## src/hw/rtl/tsc_pkg.sv

```systemverilog
package tsc_pkg;

    // Q3.F format: sign plus three integer bits above the fraction
    localparam int unsigned INT_BITS  = 4;
    // integer headroom above the fraction for term magnitudes (max about 416)
    localparam int unsigned TERM_HEAD = 10;
    // headroom for term * |x| + n/2 ahead of the divide by n
    localparam int unsigned PROD_HEAD = 13;
    // signed accumulator headroom (series sums stay below 2^12)
    localparam int unsigned ACC_HEAD  = 14;

    // Sign of the term of power pow in its series.
    // x^n/n! is negative for negative x and odd n; the series flips
    // powers with n mod 4 of 2 or 3.
    function automatic logic term_subtract(input int unsigned pow, input logic xneg);
        logic       neg;
        logic [1:0] phase;
        phase = pow[1:0];
        neg   = xneg & pow[0];
        if (phase == 2'd2 || phase == 2'd3) begin
            neg = ~neg;
        end
        return neg;
    endfunction

endpackage

```

## src/hw/rtl/tsc_mul.sv

```systemverilog
// Two-stage unsigned multiply: four partial products, then sum plus addend.
module tsc_mul #(
    parameter int unsigned A_WIDTH = 32,
    parameter int unsigned B_WIDTH = 32
) (
    input  logic                       aclk,
    input  logic                       en,
    input  logic [A_WIDTH-1:0]         a,
    input  logic [B_WIDTH-1:0]         b,
    input  logic [A_WIDTH+B_WIDTH-1:0] addend,
    output logic [A_WIDTH+B_WIDTH-1:0] product
);

    localparam int unsigned ALO = A_WIDTH / 2;
    localparam int unsigned AHI = A_WIDTH - ALO;
    localparam int unsigned BLO = B_WIDTH / 2;
    localparam int unsigned BHI = B_WIDTH - BLO;
    localparam int unsigned PW  = A_WIDTH + B_WIDTH;

    logic [ALO+BLO-1:0] pp_ll_reg;
    logic [ALO+BHI-1:0] pp_lh_reg;
    logic [AHI+BLO-1:0] pp_hl_reg;
    logic [AHI+BHI-1:0] pp_hh_reg;
    logic [PW-1:0]      product_reg;
    logic [PW-1:0]      product_next;

    always_ff @(posedge aclk) begin
        if (en) begin
            pp_ll_reg <= a[ALO-1:0]       * b[BLO-1:0];
            pp_lh_reg <= a[ALO-1:0]       * b[B_WIDTH-1:BLO];
            pp_hl_reg <= a[A_WIDTH-1:ALO] * b[BLO-1:0];
            pp_hh_reg <= a[A_WIDTH-1:ALO] * b[B_WIDTH-1:BLO];
        end
    end

    always_comb begin
        product_next = PW'(pp_ll_reg)
                     + (PW'(pp_lh_reg) << BLO)
                     + (PW'(pp_hl_reg) << ALO)
                     + (PW'(pp_hh_reg) << (ALO + BLO))
                     + addend;
    end

    always_ff @(posedge aclk) begin
        if (en) begin
            product_reg <= product_next;
        end
    end

    assign product = product_reg;

endmodule

```

## src/hw/rtl/tsc_term.sv

```systemverilog
// One series term: t(n) = round(round(t(n-1) * |x|) / n), added to or subtracted from sine or cosine.
// Four stages: two for the multiply by |x|, two for the reciprocal multiply by 1/n.
module tsc_term #(
    parameter int unsigned DATA_WIDTH = 32,
    parameter int unsigned POW        = 1
) (
    input  logic                                                          aclk,
    input  logic                                                          aresetn,
    input  logic                                                          en,
    input  logic                                                          valid_in,
    input  logic                                                          xneg_in,
    input  logic [DATA_WIDTH-1:0]                                         xmag_in,
    input  logic [DATA_WIDTH-tsc_pkg::INT_BITS+tsc_pkg::TERM_HEAD-1:0]    term_in,
    input  logic signed [DATA_WIDTH-tsc_pkg::INT_BITS+tsc_pkg::ACC_HEAD-1:0] sin_in,
    input  logic signed [DATA_WIDTH-tsc_pkg::INT_BITS+tsc_pkg::ACC_HEAD-1:0] cos_in,
    output logic                                                          valid_out,
    output logic                                                          xneg_out,
    output logic [DATA_WIDTH-1:0]                                         xmag_out,
    output logic [DATA_WIDTH-tsc_pkg::INT_BITS+tsc_pkg::TERM_HEAD-1:0]    term_out,
    output logic signed [DATA_WIDTH-tsc_pkg::INT_BITS+tsc_pkg::ACC_HEAD-1:0] sin_out,
    output logic signed [DATA_WIDTH-tsc_pkg::INT_BITS+tsc_pkg::ACC_HEAD-1:0] cos_out
);

    localparam int unsigned F     = DATA_WIDTH - tsc_pkg::INT_BITS;
    localparam int unsigned TW    = F + tsc_pkg::TERM_HEAD;
    localparam int unsigned PW    = F + tsc_pkg::PROD_HEAD;
    localparam int unsigned AW    = F + tsc_pkg::ACC_HEAD;
    localparam int unsigned MW    = PW + 1;
    localparam int unsigned L     = $clog2(POW);
    localparam int unsigned P1W   = TW + DATA_WIDTH;
    localparam int unsigned P2W   = PW + MW;
    localparam int unsigned DEPTH = 4;
    localparam logic        ODD   = (POW % 2) == 1;

    // exact floor(a/n) for a < 2^PW: ceil(2^(PW+L)/n), then shift by PW+L
    localparam logic [MW-1:0]  RECIP = MW'(((128'(1) << (PW + L)) + 128'(POW) - 128'(1))
                                           / 128'(POW));
    // rounding half of the Q shift, plus floor(n/2) ahead of the divide
    localparam logic [P1W-1:0] RND1  = P1W'((128'(1) << (F - 1)) + (128'(POW / 2) << F));

    logic                 valid_reg [DEPTH];
    logic                 xneg_reg  [DEPTH];
    logic [DATA_WIDTH-1:0] xmag_reg [DEPTH];
    logic signed [AW-1:0] sin_reg   [DEPTH];
    logic signed [AW-1:0] cos_reg   [DEPTH];

    logic [P1W-1:0]       p1;
    logic [PW-1:0]        dividend;
    logic [P2W-1:0]       p2;
    logic [TW-1:0]        quot;
    logic signed [AW-1:0] quot_ext;
    logic signed [AW-1:0] acc_src;
    logic signed [AW-1:0] acc_new;
    logic                 neg;

    tsc_mul #(
        .A_WIDTH(TW),
        .B_WIDTH(DATA_WIDTH)
    ) u_mul_x (
        .aclk   (aclk),
        .en     (en),
        .a      (term_in),
        .b      (xmag_in),
        .addend (RND1),
        .product(p1)
    );

    assign dividend = PW'(p1 >> F);

    tsc_mul #(
        .A_WIDTH(PW),
        .B_WIDTH(MW)
    ) u_mul_recip (
        .aclk   (aclk),
        .en     (en),
        .a      (dividend),
        .b      (RECIP),
        .addend ('0),
        .product(p2)
    );

    assign quot = TW'(p2 >> (PW + L));

    // side data rides along with the multiplies
    always_ff @(posedge aclk) begin
        if (!aresetn) begin
            for (int i = 0; i < DEPTH; i++) begin
                valid_reg[i] <= 1'b0;
            end
        end else if (en) begin
            valid_reg[0] <= valid_in;
            for (int i = 1; i < DEPTH; i++) begin
                valid_reg[i] <= valid_reg[i-1];
            end
        end
    end

    always_ff @(posedge aclk) begin
        if (en) begin
            xneg_reg[0] <= xneg_in;
            xmag_reg[0] <= xmag_in;
            sin_reg[0]  <= sin_in;
            cos_reg[0]  <= cos_in;
            for (int i = 1; i < DEPTH; i++) begin
                xneg_reg[i] <= xneg_reg[i-1];
                xmag_reg[i] <= xmag_reg[i-1];
                sin_reg[i]  <= sin_reg[i-1];
                cos_reg[i]  <= cos_reg[i-1];
            end
        end
    end

    always_comb begin
        quot_ext = AW'(quot);
        neg      = tsc_pkg::term_subtract(POW, xneg_reg[DEPTH-1]);
        acc_src  = ODD ? sin_reg[DEPTH-1] : cos_reg[DEPTH-1];
        acc_new  = neg ? (acc_src - quot_ext) : (acc_src + quot_ext);
    end

    assign valid_out = valid_reg[DEPTH-1];
    assign xneg_out  = xneg_reg[DEPTH-1];
    assign xmag_out  = xmag_reg[DEPTH-1];
    assign term_out  = quot;
    assign sin_out   = ODD ? acc_new : sin_reg[DEPTH-1];
    assign cos_out   = ODD ? cos_reg[DEPTH-1] : acc_new;

endmodule

```

## config.mk

```make
export PLATFORM = sky130hd
export DESIGN_NAME = tsc_term
export DESIGN_NICKNAME = d
export VERILOG_FILES = /design/src/hw/rtl/tsc_pkg.sv /design/src/hw/rtl/tsc_mul.sv /design/src/hw/rtl/tsc_term.sv
export SDC_FILE = /design/constraint.sdc
export NUM_CORES = 2
export LEC_CHECK = 0
export BUFFER_PORTS_ARGS = -buffer_cell sky130_fd_sc_hd__buf_2
export CAP_MARGIN = 20
export CORE_MARGIN = 1
export CORE_UTILIZATION = 58
export DETAILED_ROUTE_END_ITERATION = 10
export HOLD_SLACK_MARGIN = 0.15
export PLACE_DENSITY = 0.76
export SETUP_SLACK_MARGIN = 0.5
export SKIP_LAST_GASP = 1
export SYNTH_ARGS = -nofsm -noshare
export SYNTH_HDL_FRONTEND = slang
export SYNTH_SLANG_ARGS = --single-unit
```

## constraint.sdc

```tcl
create_clock -name aclk -period 8.3 [get_ports aclk]
set_input_delay 0.83 -clock aclk [delete_from_list [all_inputs] [get_ports aclk]]
set_output_delay 0.83 -clock aclk [all_outputs]
set_load 0.03 [all_outputs]
```

==> impl_metrics.yaml <==
run_status:
  outcome: "finished, final reports clean"
setup_path:
  critical_path.top_delay_family: "adder cells"
  cp_cell_sequence: "buf_2, buf_4, nand2_1, fa_1, inv_1, fa_1, fa_1, fa_1, fa_1, inv_1, fa_1, inv_1, ha_1, a21o_1, a21oi_1, o21ai_1, a311oi_1, nor3_1, or3_1, a21oi_1, xnor2_1"
  startpoint_type: "input port"
  crit_top_cell: "fa_1"
  ff2ff_setup_slack_ps: 3630
  crit_buf_inv: 5
  crit_fanout: 21
  cp-end-kind: "register"
  setup.worst_path.class: "in2reg"
  cp_num_cells: 21
  arrival_ps: 7490
  crit_slowest_cell: "fa_1"
  reg2reg_depth: 13
  slowest_delay_ps: 670
  cp.required_ps: 8670
synthesis:
  syn_inst: 5804
  ys_seq_area_share_pct: 32.6
  async_flop_share_pct: 0
  syn_nets: 7459
  synth.distinct_cells: 76
  postSynthAreaPerCell_um2: 11.2
  yosysWarnings: 0
  syn_area_um2: 64900
  synth_edf_count: 706
  ys.flop_type: "edfxtp_1"
  ys_ff_latch: 706
min_path:
  min_path_type: "in2reg"
  hold_depth: 1
cts:
  cts.path.max_buffers: 3
  cts.htree.levels: 3
  tritoncts: "done"
  clk_pin_slew_worst_paths_ps: 60
  cts_buffers: 75
  worstSkewPairLatency_ps: 650
  ctsHoldBuffers: 0
  ctsResizeCount: 0
  cts_sinks: 706
  cts_root_buffer: "clkbuf_16"
  post-cts-setup-buffers: 0
route:
  drcViolationCount: 0
  viasPerCell: 5.51
  wire_per_inst_um: 19.8
  vias: 41800
  wl_um: 150000
  drt-initial-drc-count: 2965
  first_pass_iters: 6
  drtAntennaViolNets: 0
sta:
  rsz0062_at_grt: "no"
  min_period_ps: 7120
  final.period_utilization_pct: 85.8
  fin_skew_ps: 36.0
  drv_slew: 0
  slew_headroom_pct: 30.0
  max_freq_ghz: 0.140
  final.setup.tns_ps: 0
  finalSetupViolCount: 0
  hold_viol: 0
  max_slew.worst_pin.slew_ps: 1050
die:
  die_h_um: 337
  io_pins: 315
  initial_utilization_pct: 58.6
  die_x_um: 337
  die_area_um2: 113000
  core_um2: 111000
  rows: 122
job:
  cap_violations: 0
grt:
  grt_overflow: 0
  antenna_found_initial: 18
  grt_pass1_wl_um: 237000
  grt_pass1_vias: 44100
  grt_use_total_pct: 27.3
  grt_max_degree: 201
place:
  gp_congestion: 0.905
  dp_hpwl_um: 116000
  io_buffers: 314
finish:
  num-nets-final: 7681
  drive_gt1_share_pct: 8.67
  syn_to_final_growth_pct: 8.61
[layer usage]
metal  track usage, %  part of all wire [%]  up-vias
met5             1.19                 0.061        -
met4             9.15                   3.1       14
met3             7.18                   9.9      315
met2             44.0                    46     1724
met1             36.0                    40    21000
li1                 -                     -    18700
[cell families after synthesis]
kind of cell    count (synthesis)  share of synthesized area, %
fa+ha+maj                    1496                          40.0
simple gates                 1595                          12.0
buf+inv                      1310                          7.57
mux                             1                        0.0154
compound gates                480                          4.80
xor+xnor                      216                          2.91
flops                         706                          32.6
[synth_stat cells, types with 3 or more instances]
cell type	instances	area share (%)
a211o_1	6	0.081
a211oi_1	13	0.15
a21boi_0	4	0.046
a21o_1	81	0.94
a21oi_1	171	1.3
a221oi_1	3	0.040
a22oi_1	5	0.058
a31o_2	6	0.081
a31oi_1	10	0.096
a41oi_1	6	0.081
and2_1	559	5.4
and3_1	14	0.13
and4_1	5	0.067
clkbuf_1	246	1.4
edfxtp_1	706	33
fa_1	971	30
ha_1	525	10
inv_1	1061	6.1
nand2_1	726	4.2
nand2b_1	17	0.16
nand3_1	40	0.31
nand4_1	12	0.12
nor2_1	132	0.76
nor2b_1	24	0.23
nor3_1	27	0.21
nor3b_1	4	0.046
nor4_1	9	0.087
o211ai_1	4	0.046
o21a_1	24	0.28
o21ai_0	79	0.61
o21ai_1	6	0.046
o21bai_1	17	0.20
o31a_1	3	0.040
o31ai_1	4	0.046
o31ai_2	3	0.058
or2_2	3	0.029
or3_1	13	0.13
xnor2_1	165	2.2
xor2_1	51	0.69
[metrics by stage]
step	instances	area, um^2	util (%)	setup WS (ps)	hold slack, ps
6_report	7574	70500	63.6	1180	365
5_1_grt	7570	70500	63.6	886	337
4_1_cts	7566	70500	63.6	1290	319
3_5_place_dp	7437	68100	61.5	660	405
3_3_place_gp	7437	68100	61.5	820	400
2_1_floorplan	5804	64900	-	1350	400
[final cells by class]
type	instances	area, um^2
clock inverters	45	504
clock buffers	84	1910
repair buffers	394	2230
diodes	8	20.0
multi-input cells	3788	38800
fillers	8650	40300
well taps	1488	1860
flip-flops and latches	706	21200
inverters	1061	3980
[placed cells by master (no fill, tap or decap), drive strengths merged, types with 6 or more instances in the layout]
master / count
nand3: 40
a211oi: 14
nor2: 132
a31o: 7
a31oi: 12
or3: 13
and2: 560
buf: 394
nand2: 726
o21bai: 17
nor2b: 24
o31ai: 7
nand4: 12
a21o: 81
xor2: 51
a211o: 6
edfxtp: 706
o21a: 24
xnor2: 165
diode: 8
clkbuf: 84
and3: 14
and4: 6
nor4: 9
fa: 971
a21oi: 174
nand2b: 17
o21ai: 87
nor3: 28
clkinv: 29
inv: 1069
ha: 525
a41oi: 6
[final timing paths]
check                                           start                    end
worst max-delay path                       xmag_in[7]  u_mul_x.pp_hl_reg[31]
worst min-delay path                       cos_in[11]         cos_reg[0][11]
worst max register to register  u_mul_x.pp_ll_reg[26]    u_mul_x.product[64]
worst min register to register        xmag_reg[2][25]        xmag_reg[3][25]
Power is left out: the tool's default activity adds up to more than one toggle a clock period on the data nets, which glitch-free logic cannot reach.
